===== config.mk =====
export PLATFORM = sky130hd
export DESIGN_NAME = multichannel_iir_biquad_df1_unit
export DESIGN_NICKNAME = d
export VERILOG_FILES = /design/src/rtl/biq_pkg.sv /design/src/rtl/biq_mac.sv /design/src/rtl/biq_div.sv /design/src/rtl/multichannel_iir_biquad_df1_unit.sv
export SDC_FILE = /design/constraint.sdc
export NUM_CORES = 1
export LEC_CHECK = 0
export BUFFER_PORTS_ARGS = -buffer_cell sky130_fd_sc_hd__buf_4
export CORE_UTILIZATION = 33
export DETAILED_ROUTE_END_ITERATION = 10
export GPL_TIMING_DRIVEN = 0
export MAX_ROUTING_LAYER = met4
export PLACE_DENSITY_LB_ADDON = 0.15
export SLEW_MARGIN = 20
export SYNTH_ARGS = -nofsm -noshare
export SYNTH_HDL_FRONTEND = slang
export SYNTH_SLANG_ARGS = --single-unit

===== constraint.sdc =====
create_clock -name clk -period 6.1 [get_ports clk]
set_input_delay 1.22 -clock clk [delete_from_list [all_inputs] [get_ports clk]]
set_output_delay 1.22 -clock clk [all_outputs]
set_load 0.02 [all_outputs]

===== src/rtl/biq_pkg.sv =====
// Shared types and constants for the multichannel biquad filter.
// No dependencies; used by biq_mac, biq_div and the top level.
package biq_pkg;

	localparam int COEF_W = 20;              // Q3.16 signed coefficient width
	localparam int NORM_W = 19;              // Q3.16 unsigned normalizer width
	localparam int DIGITS = COEF_W / 2;      // radix-4 digits per coefficient
	localparam int DIG_W  = $clog2(DIGITS);

	// Product terms of the sum, in the order the MAC walks them.
	typedef enum logic [2:0] {
		TERM_B0 = 3'd0,
		TERM_B1 = 3'd1,
		TERM_B2 = 3'd2,
		TERM_A1 = 3'd3,
		TERM_A2 = 3'd4
	} term_t;

endpackage


===== src/rtl/biq_mac.sv =====
// Digit-serial multiply-accumulate over the five biquad terms.
// Radix-4 Booth recoding, two coefficient bits per cycle; uses biq_pkg.
module biq_mac #(
	parameter int ACC_W = 47
) (
	input  logic                              clk,
	input  logic                              arst_n,
	input  logic                              start,
	input  logic signed [ACC_W-1:0]           mcand,
	input  logic signed [biq_pkg::COEF_W-1:0] coef,
	output biq_pkg::term_t                    term,
	output logic signed [ACC_W-1:0]           acc,
	output logic                              done
);

	typedef enum logic [1:0] {M_IDLE, M_LOAD, M_RUN} mac_state_t;

	mac_state_t                        state_q;
	biq_pkg::term_t                    term_q;
	logic [biq_pkg::DIG_W-1:0]         dig_q;
	logic signed [ACC_W-1:0]           mcand_q;
	logic signed [biq_pkg::COEF_W-1:0] coef_q;
	logic                              prev_q;
	logic signed [ACC_W-1:0]           acc_q;
	logic                              done_q;
	logic signed [ACC_W-1:0]           addend;

	// Booth digit from the two low coefficient bits and the bit shifted out last
	always_comb begin
		unique case ({coef_q[1:0], prev_q})
			3'b000, 3'b111: addend = '0;
			3'b001, 3'b010: addend = mcand_q;
			3'b011:         addend = mcand_q <<< 1;
			3'b100:         addend = -(mcand_q <<< 1);
			3'b101, 3'b110: addend = -mcand_q;
			default:        addend = '0;
		endcase
	end

	always_ff @(posedge clk or negedge arst_n) begin
		if (!arst_n) begin
			state_q <= M_IDLE;
			term_q  <= biq_pkg::TERM_B0;
			dig_q   <= '0;
			mcand_q <= '0;
			coef_q  <= '0;
			prev_q  <= 1'b0;
			acc_q   <= '0;
			done_q  <= 1'b0;
		end else begin
			done_q <= 1'b0;
			unique case (state_q)
				M_IDLE: begin
					if (start) begin
						acc_q   <= '0;
						term_q  <= biq_pkg::TERM_B0;
						state_q <= M_LOAD;
					end
				end
				M_LOAD: begin
					mcand_q <= mcand;
					coef_q  <= coef;
					prev_q  <= 1'b0;
					dig_q   <= '0;
					state_q <= M_RUN;
				end
				M_RUN: begin
					acc_q   <= acc_q + addend;
					mcand_q <= mcand_q <<< 2;
					coef_q  <= {{2{coef_q[biq_pkg::COEF_W-1]}}, coef_q[biq_pkg::COEF_W-1:2]};
					prev_q  <= coef_q[1];
					dig_q   <= dig_q + 1'b1;
					if (dig_q == biq_pkg::DIG_W'(biq_pkg::DIGITS - 1)) begin
						if (term_q == biq_pkg::TERM_A2) begin
							done_q  <= 1'b1;
							state_q <= M_IDLE;
						end else begin
							term_q  <= biq_pkg::term_t'(term_q + 3'd1);
							state_q <= M_LOAD;
						end
					end
				end
				default: state_q <= M_IDLE;
			endcase
		end
	end

	assign term = term_q;
	assign acc  = acc_q;
	assign done = done_q;

endmodule


===== src/rtl/biq_div.sv =====
// Bit-serial restoring divider with truncation toward zero and saturation
// to the sample range. Uses biq_pkg for the normalizer width.
module biq_div #(
	parameter int ACC_W       = 47,
	parameter int SAMPLE_BITS = 24
) (
	input  logic                              clk,
	input  logic                              arst_n,
	input  logic                              start,
	input  logic signed [ACC_W-1:0]           acc,
	input  logic [biq_pkg::NORM_W-1:0]        norm,
	output logic [SAMPLE_BITS-1:0]            quot,
	output logic                              clip,
	output logic                              done
);

	localparam int NW    = biq_pkg::NORM_W;
	localparam int HI_W  = ACC_W - SAMPLE_BITS;
	localparam int CNT_W = $clog2(SAMPLE_BITS);

	typedef enum logic [1:0] {D_IDLE, D_CHECK, D_RUN, D_SAT} div_state_t;

	div_state_t              state_q;
	logic                    neg_q;
	logic [ACC_W-1:0]        mag_q;
	logic [NW-1:0]           den_q;
	logic [NW-1:0]           rem_q;
	logic [SAMPLE_BITS-1:0]  low_q;
	logic [CNT_W-1:0]        cnt_q;
	logic [SAMPLE_BITS-1:0]  quot_q;
	logic                    clip_q;
	logic                    done_q;

	logic [NW:0]             trial;
	logic                    fits;
	logic                    ovf;
	logic [SAMPLE_BITS-1:0]  max_pos;
	logic [SAMPLE_BITS-1:0]  max_neg;

	assign trial   = {rem_q, low_q[SAMPLE_BITS-1]};
	assign fits    = trial >= {1'b0, den_q};
	assign ovf     = mag_q[ACC_W-1:SAMPLE_BITS] >= HI_W'(den_q);
	assign max_pos = {1'b0, {(SAMPLE_BITS-1){1'b1}}};
	assign max_neg = {1'b1, {(SAMPLE_BITS-1){1'b0}}};

	always_ff @(posedge clk or negedge arst_n) begin
		if (!arst_n) begin
			state_q <= D_IDLE;
			neg_q   <= 1'b0;
			mag_q   <= '0;
			den_q   <= '0;
			rem_q   <= '0;
			low_q   <= '0;
			cnt_q   <= '0;
			quot_q  <= '0;
			clip_q  <= 1'b0;
			done_q  <= 1'b0;
		end else begin
			done_q <= 1'b0;
			unique case (state_q)
				D_IDLE: begin
					if (start) begin
						neg_q   <= acc[ACC_W-1];
						mag_q   <= acc[ACC_W-1] ? ACC_W'(-acc) : ACC_W'(acc);
						// a zero normalizer acts as one
						den_q   <= (norm == '0) ? NW'(1) : norm;
						state_q <= D_CHECK;
					end
				end
				D_CHECK: begin
					if (ovf) begin
						// quotient magnitude reaches 2^SAMPLE_BITS: clip at once
						quot_q  <= neg_q ? max_neg : max_pos;
						clip_q  <= 1'b1;
						done_q  <= 1'b1;
						state_q <= D_IDLE;
					end else begin
						// high part is below the divisor, so it is the running remainder
						rem_q   <= mag_q[NW-1+SAMPLE_BITS:SAMPLE_BITS];
						low_q   <= mag_q[SAMPLE_BITS-1:0];
						cnt_q   <= '0;
						state_q <= D_RUN;
					end
				end
				D_RUN: begin
					// dividend bits leave at the top, quotient bits enter at the bottom
					rem_q <= fits ? NW'(trial - {1'b0, den_q}) : trial[NW-1:0];
					low_q <= {low_q[SAMPLE_BITS-2:0], fits};
					cnt_q <= cnt_q + 1'b1;
					if (cnt_q == CNT_W'(SAMPLE_BITS - 1))
						state_q <= D_SAT;
				end
				D_SAT: begin
					if (!neg_q) begin
						clip_q <= low_q[SAMPLE_BITS-1];
						quot_q <= low_q[SAMPLE_BITS-1] ? max_pos : low_q;
					end else begin
						clip_q <= low_q[SAMPLE_BITS-1] & (|low_q[SAMPLE_BITS-2:0]);
						quot_q <= (low_q[SAMPLE_BITS-1] & (|low_q[SAMPLE_BITS-2:0]))
							? max_neg : SAMPLE_BITS'(-low_q);
					end
					done_q  <= 1'b1;
					state_q <= D_IDLE;
				end
				default: state_q <= D_IDLE;
			endcase
		end
	end

	assign quot = quot_q;
	assign clip = clip_q;
	assign done = done_q;

endmodule


===== src/rtl/multichannel_iir_biquad_df1_unit.sv =====
// Multichannel direct form I biquad: y = (b0*x0 + b1*x1 + b2*x2 - a1*y1 - a2*y2) / a0.
// A quotient that overflows is clipped at once, without the bit-serial divide steps. One
// sample at a time; the next input can be taken the cycle after the result enters the
// output register. The timing is set by the radix-4 Booth MAC and the bit-serial divider.
// Reset (arst_n low) clears all histories, loads b0 = a0 = 1.0 and other coefficients 0.
module multichannel_iir_biquad_df1_unit #(
	parameter int CHANNELS    = 2,
	parameter int SAMPLE_BITS = 24
) (
	input  logic                                clk,
	input  logic                                arst_n,
	// input samples
	input  logic                                s_tvalid,
	output logic                                s_tready,
	input  logic [((SAMPLE_BITS+7)/8)*8-1:0]    s_tdata,   // sample_in
	input  logic                                s_tuser,   // chan
	// filtered samples
	output logic                                m_tvalid,
	input  logic                                m_tready,
	output logic [((SAMPLE_BITS+7)/8)*8-1:0]    m_tdata,   // sample_out, zero padded
	output logic                                m_tuser,   // clipped
	// coefficient writes
	input  logic                                cfg_wr_en,
	input  logic [2:0]                          cfg_addr,
	input  logic [biq_pkg::COEF_W-1:0]          cfg_wdata
);

	localparam int DATA_W = ((SAMPLE_BITS + 7) / 8) * 8;
	localparam int ACC_W  = SAMPLE_BITS + 23;   // five Q(SB+3).16 products, exact
	localparam int CH_W   = (CHANNELS > 1) ? $clog2(CHANNELS) : 1;
	localparam int CW     = biq_pkg::COEF_W;
	localparam int NW     = biq_pkg::NORM_W;

	localparam logic [2:0] REG_FF0  = 3'd0;
	localparam logic [2:0] REG_FF1  = 3'd1;
	localparam logic [2:0] REG_FF2  = 3'd2;
	localparam logic [2:0] REG_NORM = 3'd3;
	localparam logic [2:0] REG_FB1  = 3'd4;
	localparam logic [2:0] REG_FB2  = 3'd5;

	typedef enum logic [1:0] {T_IDLE, T_MAC, T_DIV, T_WB} top_state_t;

	// coefficient registers
	logic signed [CW-1:0] b0_q, b1_q, b2_q, a1_q, a2_q;
	logic [NW-1:0]        a0_q;

	// per-channel history, newest and older
	logic signed [SAMPLE_BITS-1:0] xh1_q [CHANNELS];
	logic signed [SAMPLE_BITS-1:0] xh2_q [CHANNELS];
	logic signed [SAMPLE_BITS-1:0] yh1_q [CHANNELS];
	logic signed [SAMPLE_BITS-1:0] yh2_q [CHANNELS];

	top_state_t                    state_q;
	logic signed [SAMPLE_BITS-1:0] x0_q;
	logic [CH_W-1:0]               ch_q;
	logic                          m_valid_q;
	logic [SAMPLE_BITS-1:0]        m_data_q;
	logic                          m_clip_q;

	logic                          in_take;
	logic                          out_free;
	logic                          out_load;
	logic [CH_W-1:0]               ch_sel;

	biq_pkg::term_t                term;
	logic signed [ACC_W-1:0]       mcand;
	logic signed [CW-1:0]          coef;
	logic signed [ACC_W-1:0]       acc;
	logic                          mac_done;
	logic [SAMPLE_BITS-1:0]        quot;
	logic                          clip;
	logic                          div_done;

	assign s_tready = (state_q == T_IDLE);
	assign in_take  = s_tvalid & s_tready;
	assign out_free = ~m_valid_q | m_tready;
	assign out_load = (state_q == T_WB) & out_free;
	// channel number taken modulo CHANNELS; a 1-bit channel only folds at one channel
	assign ch_sel   = (CHANNELS > 1) ? CH_W'(s_tuser) : '0;

	// Pick operand pair for the term the MAC is on; feedback terms use negated history
	always_comb begin
		unique case (term)
			biq_pkg::TERM_B0: begin
				mcand = ACC_W'(x0_q);
				coef  = b0_q;
			end
			biq_pkg::TERM_B1: begin
				mcand = ACC_W'(xh1_q[ch_q]);
				coef  = b1_q;
			end
			biq_pkg::TERM_B2: begin
				mcand = ACC_W'(xh2_q[ch_q]);
				coef  = b2_q;
			end
			biq_pkg::TERM_A1: begin
				mcand = -ACC_W'(yh1_q[ch_q]);
				coef  = a1_q;
			end
			biq_pkg::TERM_A2: begin
				mcand = -ACC_W'(yh2_q[ch_q]);
				coef  = a2_q;
			end
			default: begin
				mcand = '0;
				coef  = '0;
			end
		endcase
	end

	biq_mac #(
		.ACC_W (ACC_W)
	) u_mac (
		.clk    (clk),
		.arst_n (arst_n),
		.start  (in_take),
		.mcand  (mcand),
		.coef   (coef),
		.term   (term),
		.acc    (acc),
		.done   (mac_done)
	);

	biq_div #(
		.ACC_W       (ACC_W),
		.SAMPLE_BITS (SAMPLE_BITS)
	) u_div (
		.clk    (clk),
		.arst_n (arst_n),
		.start  (mac_done),
		.acc    (acc),
		.norm   (a0_q),
		.quot   (quot),
		.clip   (clip),
		.done   (div_done)
	);

	// Coefficient writes; indexes past the last register are dropped
	always_ff @(posedge clk or negedge arst_n) begin
		if (!arst_n) begin
			b0_q <= CW'(65536);
			b1_q <= '0;
			b2_q <= '0;
			a0_q <= NW'(65536);
			a1_q <= '0;
			a2_q <= '0;
		end else if (cfg_wr_en) begin
			unique case (cfg_addr)
				REG_FF0:  b0_q <= cfg_wdata;
				REG_FF1:  b1_q <= cfg_wdata;
				REG_FF2:  b2_q <= cfg_wdata;
				REG_NORM: a0_q <= cfg_wdata[NW-1:0];
				REG_FB1:  a1_q <= cfg_wdata;
				REG_FB2:  a2_q <= cfg_wdata;
				default:  ;
			endcase
		end
	end

	// Advance the channel's history when its result enters the output register
	always_ff @(posedge clk or negedge arst_n) begin
		if (!arst_n) begin
			for (int i = 0; i < CHANNELS; i++) begin
				xh1_q[i] <= '0;
				xh2_q[i] <= '0;
				yh1_q[i] <= '0;
				yh2_q[i] <= '0;
			end
		end else if (out_load) begin
			xh2_q[ch_q] <= xh1_q[ch_q];
			xh1_q[ch_q] <= x0_q;
			yh2_q[ch_q] <= yh1_q[ch_q];
			yh1_q[ch_q] <= quot;
		end
	end

	// Sequencer and output register
	always_ff @(posedge clk or negedge arst_n) begin
		if (!arst_n) begin
			state_q   <= T_IDLE;
			x0_q      <= '0;
			ch_q      <= '0;
			m_valid_q <= 1'b0;
			m_data_q  <= '0;
			m_clip_q  <= 1'b0;
		end else begin
			// drop valid once taken, unless a new result loads in the same cycle
			if (m_valid_q && m_tready && !out_load)
				m_valid_q <= 1'b0;
			unique case (state_q)
				T_IDLE: begin
					if (in_take) begin
						x0_q    <= s_tdata[SAMPLE_BITS-1:0];
						ch_q    <= ch_sel;
						state_q <= T_MAC;
					end
				end
				T_MAC: begin
					if (mac_done)
						state_q <= T_DIV;
				end
				T_DIV: begin
					if (div_done)
						state_q <= T_WB;
				end
				T_WB: begin
					// hold the result until the output register is free
					if (out_free) begin
						m_valid_q <= 1'b1;
						m_data_q  <= quot;
						m_clip_q  <= clip;
						state_q   <= T_IDLE;
					end
				end
				default: state_q <= T_IDLE;
			endcase
		end
	end

	assign m_tvalid = m_valid_q;
	assign m_tdata  = DATA_W'(m_data_q);
	assign m_tuser  = m_clip_q;

	// never overwrite a result that has not been taken
	a_no_overwrite: assert property (@(posedge clk) disable iff (!arst_n)
		out_load |-> (!m_valid_q || m_tready))
		else $error("output register overwritten while holding a result");

	// the MAC finishes only while the sequencer waits for it
	a_mac_phase: assert property (@(posedge clk) disable iff (!arst_n)
		mac_done |-> (state_q == T_MAC))
		else $error("MAC completion outside the MAC phase");

	// the divider finishes only while the sequencer waits for it
	a_div_phase: assert property (@(posedge clk) disable iff (!arst_n)
		div_done |-> (state_q == T_DIV))
		else $error("divider completion outside the divide phase");

	// an accepted sample always starts the MAC on the first term
	a_mac_start: assert property (@(posedge clk) disable iff (!arst_n)
		in_take |=> (term == biq_pkg::TERM_B0) && (state_q == T_MAC))
		else $error("MAC not started on the first term");

endmodule

Yosys cells after proc, flatten, opt, wreduce, memory -nomap -nowiden
Cells that the tools add are included.
- flip-flop bits (word level): 632
- latch bits: 0
- memory bits (writable): 0
- ROM bits: 0
- input bits: 53
- output and inout port bits: 27
- word-level logic and storage cells: 203
- memories kept: 0
- add/sub/neg operators: 11
- multipliers: 0
- divide/modulo/power cells: 0
- $lt $le $gt $ge: 4
- equal/unequal tests: 37
- shift operators: 0
- multiplexer cells: 69
- bitwise operators: 7
- reductions and logical operators: 36
- operator list (operator ; number):
    $pmux 47 s5 ; 2
    $mux 24 ; 18
    $bwmux 48 ; 4
    $pmux 47 s2 ; 2
    $neg 47->47 ; 3
    $pmux 20 s5 ; 1
    $pmux 24 s2 ; 2
    $mux 47 ; 2
    $neg 24->47 ; 2
    $mux 19 ; 3
    $add 47x47->47 ; 1
    $pmux 20 s2 ; 1
    $pmux 19 s2 ; 1
    $reduce_and 2->1 ; 15
    $demux 24 s1 ; 1
    $neg 24->24 ; 1
    $ge 23x19->1 ; 1
    $mux 23 ; 1
    $reduce_or 23->1 ; 1
    $eq 3x3->1 const B ; 7
    $ge 20x19->1 ; 1
    $logic_not 19->1 ; 1
    $sub 19x19->19 ; 1
    $eq 3x2->1 const B ; 6
    other kinds (33) ; 86

Longest topological paths before layout
Gate-level depths: netlist of run 1.
- depth after elaboration: 8
- mapped depth: 23
- depth with buffers taken out: 23

Modules after synthesis
Synthesis of run 1 repeated with hierarchy kept, for this count alone.
- cell total of the unflattened synthesis: 3737
- area, all modules: 37275.8 um^2
- modules (own cells, without submodules) (module ; times used ; cells each ; area an instance (um^2) ; sequential area each (um^2)):
    multichannel_iir_biquad_df1_unit ; 1 ; 1417 ; 17760.8 ; 9111.2
    biq_mac ; 1 ; 1338 ; 10697.8 ; 3128.0
    biq_div ; 1 ; 982 ; 8817.2 ; 3578.4

Worst setup path after synthesis of run 1
Ideal clock, no wire load.
- kind: reg-to-reg
- from: register u_mac.mcand_q[0]
- to: register u_mac.acc_q[44] (netlist: u_mac.acc[44])
- setup time: 0.122 ns
- data arrival time: 4.518 ns
- required time: 5.978 ns
- slack: 1.461 ns
- cell stages (with the launch flop): 21
- buffers on the path: 0
- period minus slack after synthesis: 4.639 ns
- path through: dfrtp_1 -> inv_1 -> ha_1 -> nor3b_1 -> nand2_1 -> or4_1 -> or3_1 -> o21ai_0 -> a22oi_1 -> o21ai_0 -> ha_1 -> a21oi_1 -> o21ai_0 -> a311oi_1 -> or3b_2 -> a21oi_1 -> nand2_1 -> o211ai_1 -> nor3_1 -> or3_1 -> a32o_1
- word-level cells in the longest chain between the ends: 4
- elaborated cells between the ends (all ways): 5
- those cells by class: add/sub (3); mux (2)
- ends and longest elaborated chain (element ; RTL line ; source):
    start: declaration ; biq_mac.sv:21 ; logic signed [ACC_W-1:0] mcand_q;
    start signal: assignment ; biq_mac.sv:61 ; mcand_q <= mcand;
    start signal: assignment ; biq_mac.sv:69 ; mcand_q <= mcand_q <<< 2;
    $neg 47->47, on equally long branches ; biq_mac.sv:35, biq_mac.sv:34 ;
    $pmux 47 s5 * ; biq_mac.sv:30 ; unique case ({coef_q[1:0], prev_q})
    $add 47x47->47 * ; biq_mac.sv:68 ; acc_q <= acc_q + addend;
    $pmux 47 s2 * ; biq_mac.sv:52 ; unique case (state_q)
    end signal: assignment ; biq_mac.sv:68 ;
    end: declaration ; biq_mac.sv:24 ; logic signed [ACC_W-1:0] acc_q;
Mark *: on every way between the ends. The rest lies on a longest branch, timed or not.
A chain may end at the register's enable or synchronous reset.

Worst setup path in the final report of run 1
- from: register u_mac.coef_q[1] in the netlist's numbering
- to: register u_mac.acc_q[44] (netlist: u_mac.acc[44])
- word-level cells in the longest chain between the ends: 5
- elaborated cells between the ends (all ways): 14
- those cells by class: add/sub (1); eq/ne (7); mux (2); reduce/logical (4)
- ends and longest elaborated chain (element ; RTL line ; source):
    start: declaration ; biq_mac.sv:22 ; logic signed [biq_pkg::COEF_W-1:0] coef_q;
    start signal: assignment ; biq_mac.sv:62 ; coef_q <= coef;
    start signal: assignment ; biq_mac.sv:70 ; coef_q <= {{2{coef_q[biq_pkg::COEF_W-1]}}, coef_q[biq_pkg::COEF_W-1:2]};
    $eq 3x3->1, or another cell as far along ; biq_mac.sv:30 ;
    $reduce_or 2->1 ; biq_mac.sv:30 ;
    $pmux 47 s5 * ; biq_mac.sv:30 ;
    $add 47x47->47 * ; biq_mac.sv:68 ;
    $pmux 47 s2 * ; biq_mac.sv:52 ;
Marks and branches as above.

==> results of run 1 <==
==> report_power, final <==
group | internal (mW) | switching [mW] | leakage (nW)
logic | 0.214 | 0.203 | 8.57
clock network | 2.58 | 1.87 | 1.19
registers | 4.37 | 0.106 | 8.59
total | 7.16 | 2.18 | 18.4
==> logic make-up (layout without fill, tap and decap cells) <==
group	Yosys count	in the layout
XOR/XNOR	187	187
other	0	1
flip-flops	632	632
buffers and inverters	305	530
AO/OA/AOI/OAI	959	959
adder cells (fa/ha/maj)	108	108
multiplexers	499	499
AND/OR/NAND/NOR	995	995
==> cell type report <==
cell class	instances	area share (%)
multi-input cells	2748	46.42
clock inverters	29	0.7277
well taps	1403	4.272
diodes	1	0.006090
clock buffers	105	5.109
inverters	70	0.6394
plain buffers	233	2.214
flip-flops and latches	632	38.49
repair buffers	93	2.116
==> per-layer routing <==
metal | global-route usage (%) | vias to the layer above
met3 | 2.274 | 152
met2 | 34.33 | 743
met5 | - | -
li1 | - | 13730
met1 | 31.90 | 14780
met4 | 4.945 | 0
==> sequential cells by signal, indices dropped and copies added, names as in the netlist, 24 cells and up, named ones only <==
register,cells
u_div.quot,24
u_div.mag_q,47
u_mac.mcand_q,47
m_tdata,24
u_mac.acc,47
yh1_q,48
xh2_q,48
xh1_q,48
u_div.low_q,24
x0_q,24
yh2_q,48
==> stage by stage <==
step                      area [sq um]  power, mW  util, %  setup TNS (ns)
after global placement           38370      4.952    35.64        -2411.07
final                            41090      9.347    38.17               0
after floorplan                  36020      4.740        -               0
after detailed placement         38620      4.980    35.88          -10.63
after global routing             41090      9.688    38.17               0
after CTS                        41030      9.487    38.11               0
==> worst register-to-register path, delay by kind of cell (launching register included) <==
kind,cells,cell delay (ns)
flip-flops,1,0.45
buffers and inverters,4,1.85
AO/OA/AOI/OAI,8,2.06
AND/OR/NAND/NOR,4,1.06
adder cells (fa/ha/maj),1,0.32
==> cell usage in the layout, fill, tap and decap left out, drive strengths merged, types with 29 or more instances in the layout <==
cell,n
a21o,32
a21oi,257
a221oi,39
a22oi,33
a31oi,39
buf,128
clkbuf,303
dfrtp,630
ha,106
inv,72
mux2,391
mux2i,108
nand2,411
nand3,58
nor2,237
nor3,68
o21ai,318
o22ai,29
or3,34
xnor2,78
xor2,109
==> path summary, 6_finish.rpt <==
kind | cells after the start | start | end | slack, ns
setup / recovery | 17 | u_mac.coef_q[1] | u_mac.acc[44] | 0.25
hold / removal | 2 | u_div.mag_q[45] | u_div.mag_q[45] | 0.48
setup reg to reg | 17 | u_mac.coef_q[1] | u_mac.acc[44] | 0.25
hold reg to reg | 2 | u_div.mag_q[45] | u_div.mag_q[45] | 0.48
max in group asynchronous | 4 | arst_n | b0_q[16] | 4.16
min in group asynchronous | 2 | arst_n | u_div.quot[11] | 0.60
==> timing repair <==
item | in CTS | in global routing
setup buffers | 0 | 4
setup endpoints to repair | 16 | 21
cloned | 0 | 0
hold endpoints to repair | 0 | 0
gates resized for setup | 3 | 11
pin swaps | 0 | 1
==> results.cfg, run 1 <==
[worst_setup_path]
worst_path_largest_cell_delay_ns = 0.61
crit_family = compound AO/OA/AOI/OAI gates
crit_chain = clkbuf_1, clkbuf_1, clkbuf_1, a221oi_1, a21oi_1, ha_1, clkbuf_1, a211o_1, a31o_2, a311oi_1, or3b_2, a21oi_1, nand2_1, o211ai_1, nor3_1, or3_1, a32o_1
startpoint_type = register
cp_common_cell = clkbuf_1
cpMaxStageDelayCell = clkbuf_1
worst-path-buf-inv = 4
critPathRequiredTime_ns = 6.62
crit_fanout = 10
crit_type = register to register
endpoint_kind = register
critPathArrivalTime_ns = 6.37

[power_and_ir_drop]
pwr_density_cell_nw_per_um2 = 227.5
leakagePower_nw = 18.35
ir_worst_vdd_mv = 0.1580

[routing]
top_layer = met4
wl_per_cell_um = 22.87
viasPerCell = 5.534
routed_wl_mm = 121.5
vias = 29410
ant_nets = 0
wl_met1_mm = 58.68
dr_wl_met2_mm = 55.32
met3WireLength_mm = 5.117
dr.pass1.iters = 5
drtIter0Drc = 2439
drc = 0

[grt]
grt_pass1_wl_mm = 185.8
antenna_found_initial = 0
grt_util_all_layers_pct = 22.42
gr-total-overflow = 0
grt_pass1_vias = 28630
grt_max_degree = 90

[logic_synthesis]
synth-edff-count = 0
synthCells = 3685
synth_adder_area_share_pct = 3.793
yosys_warnings = 0
synth-xor-area-share_pct = 4.547
synth_area_per_cell_sq_um = 9.775
synth_most_common_cell = dfrtp_1
ys_seq_elements = 632
ys.flop_type = dfrtp_1
synth_top_family_by_area = compound AO/OA/AOI/OAI gates
synth_cell_types = 81
synth_fp_nets = 3846
async_flop_share_pct = 100.0
synth_top_area_share_pct = 43.77
synth_compound_area_share_pct = 16.52
synth_simple_gate_area_share_pct = 12.74
syn_area_sq_um = 36020
synth_commonest_cells = dfrtp_1, nand2_1, mux2_2, o21ai_0, a21oi_1
netlist_top_cells_area = dfrtp_1, mux2_2, o21ai_0
seq_area_frac_synth_pct = 43.91
synthMuxAreaShare_pct = 15.23
synth.largest_area_cell = dfrtp_1

[outcome]
status = finished clean

[floorplanning]
dieWidth_um = 332.4
initial_utilization_pct = 33.46
rows = 120
die_h_um = 332.4
dieArea_sq_um = 110500
core-area_sq_um = 107700
ios = 80

[cells_and_area]
nets = 4012
area_growth_pct = 14.09
final_cells = 5314
fill_cells = 10910
register_area_sq_um = 15820
layout-drive-gt1-share_pct = 17.06
multi_input_area_sq_um = 19080

[cts]
hold_buffers = 0
cts_tree = done
h-tree-depth = 3
numCtsBuffers = 73
cts-root-buf = clkbuf_16
insertion_delay_ns = 0.64
cts_buffer_depth = 3
clock-sinks = 632
clk_pin_slew_ns = 0.06

[placed_design]
dp_hpwl_mm = 90.86
place_ws_ns = -0.8583
io_buffer_count = 79
placed_cells = 5177
gp_congestion = 0.9181

[run]
maxCapViolations = 0

[timing]
tightest_slew_ns = 1.163
fmax_mhz = 170.9
whs_ns = 0.4814
rsz0062_at_grt = false
period_share_pct = 95.94
hold_violations = 0
fin_crit_ns = 5.852
fin_ws_ns = 0.2477
slew_violations = 0
report.final.setup_viol = 0
clock_skew_ns = 0.02981
slew-limit-headroom_pct = 22.48

[min_path]
min_path_type = register to register
No activity file was read; power rests on OpenSTA's default activity.
==> run 2, diff against run 1 <==
--- a/config.mk
+++ b/config.mk
@@ -11,6 +11,7 @@
 export GPL_TIMING_DRIVEN = 0
 export MAX_ROUTING_LAYER = met4
 export PLACE_DENSITY_LB_ADDON = 0.15
+export REMOVE_ABC_BUFFERS = 1
 export SLEW_MARGIN = 20
 export SYNTH_ARGS = -nofsm -noshare
 export SYNTH_HDL_FRONTEND = slang
==> results.cfg, run 2 (synthesized netlist as in run 1, its figures left out) <==
[timing]
fmax_mhz = 170.3
clock_skew_ns = 0.02707
fin_crit_ns = 5.872
rsz0062_at_grt = false
period_share_pct = 96.26
tightest_slew_ns = 1.076
fin_ws_ns = 0.2279
hold_violations = 0
whs_ns = 0.4777
slew_violations = 0
report.final.setup_viol = 0
slew-limit-headroom_pct = 28.25

[routing]
wl_per_cell_um = 20.73
routed_wl_mm = 106.2
ant_nets = 0
drtIter0Drc = 2048
drc = 0
viasPerCell = 5.431
dr.pass1.iters = 5
vias = 27830

[cells_and_area]
area_growth_pct = 14.35
layout-drive-gt1-share_pct = 19.23
fill_cells = 10650
mostFrequentLayoutCells = dfrtp_1, nand2_1, mux2_2
fin_area_sq_um = 41190
register_area_sq_um = 15830
multi_input_area_sq_um = 19310
layout_commonest_cell = dfrtp_1
nets = 3818
final_cells = 5123

[cts]
h-tree-depth = 3
clock-sinks = 632
cts_buffer_depth = 3
cts_tree = done
numCtsBuffers = 76
insertion_delay_ns = 0.65
cts-root-buf = clkbuf_16
hold_buffers = 0
clk_pin_slew_ns = 0.06

[floorplanning]
dieWidth_um = 332.4
ios = 80
dieArea_sq_um = 110500
initial_utilization_pct = 33.46
core-area_sq_um = 107700
die_h_um = 332.4
rows = 120

[worst_setup_path]
rrSetupSlack_ns = 0.23
critPathArrivalTime_ns = 6.40
critPathRequiredTime_ns = 6.62
crit_type = register to register
crit_fanout = 6
endpoint_kind = register
startpoint_type = register

[placed_design]
gp_congestion = 0.8653
dp_hpwl_mm = 75.63
placed_cells = 4980
place_ws_ns = -0.2198
io_buffer_count = 79
place_area_sq_um = 38580

[run]
maxCapViolations = 0

[power_and_ir_drop]
leakagePower_nw = 18.36
pwr_density_cell_nw_per_um2 = 231.0
ir_worst_vdd_mv = 0.1894

[grt]
grt_util_all_layers_pct = 19.72
grt_pass1_wl_mm = 166.6
grt_max_degree = 87
antenna_found_initial = 2
grt_pass1_vias = 27150
gr-total-overflow = 0

[outcome]
status = finished clean

[min_path]
min_path_type = input port to async pin
[run 2: where the power goes]
part	total, mW	switching, mW	internal [mW]
Sequential	4.47	0.0960	4.37
Combinational	0.410	0.193	0.217
Clock	4.64	1.90	2.74
[run 2: metal layers]
metal	wire, um	vias to the layer above	global-route usage, %
met2	47130	502	29.22
met3	4769	126	2.956
met1	52060	13880	28.00
met4	2230	0	5.043
met5	0	-	-
li1	-	13320	-
[run 2: final timing paths]
check | start | end | depth (start not counted)
setup / recovery | u_mac.mcand_q[1] | u_mac.acc[44] | 20
hold reg to reg | u_div.mag_q[11] | u_div.mag_q[11] | 2
min in group clk | u_div.mag_q[11] | u_div.mag_q[11] | 2
hold / removal | arst_n | u_div.low_q[18] | 1
max in group asynchronous | arst_n | u_mac.term[2] | 4
setup reg to reg | u_mac.mcand_q[1] | u_mac.acc[44] | 20
[run 2: cell type report]
class | count | share of cell area [%]
antenna | 1 | 0.006076
clock buffer | 117 | 5.286
clock inverter | 23 | 0.8567
inverter | 70 | 0.6379
multi-input combinational | 2748 | 46.88
sequential | 632 | 38.44
tap | 1403 | 4.262
timing repair buffer | 129 | 3.633
[run 2: metrics by stage]
stage                     utilization (%)  setup TNS, ns  total power [mW]
after floorplan                         -        -553.66             4.739
after global placement              34.79       -4423.92             4.930
after detailed placement            35.84        -0.2703             4.962
after CTS                           38.19              0             9.659
after global routing                38.26              0             9.892
final                               38.26              0             9.515
[run 2: what timing repair did]
| action | CTS | global route |
|---|---|---|
| buffers inserted | 0 | 2 |
| endpoints found under the setup margin | 3 | 7 |
| pin swaps | 0 | 2 |
| hold endpoints to repair | 0 | 0 |
| resized for setup | 2 | 10 |
[run 2: critical path, stage by stage, from the launching register on]
cell	delay [ns]
dfrtp_1	0.51
inv_1	0.20
ha_1	0.26
nor3b_1	0.35
nand2_1	0.21
or4_1	0.53
or3_1	0.38
o21ai_0	0.16
a22oi_1	0.11
o21ai_0	0.30
ha_1	0.43
a21oi_1	0.20
o21ai_0	0.13
a311oi_1	0.26
or3b_2	0.48
a21oi_2	0.25
nand2_1	0.08
o211ai_1	0.21
nor3_1	0.11
or3_1	0.35
a32o_1	0.24
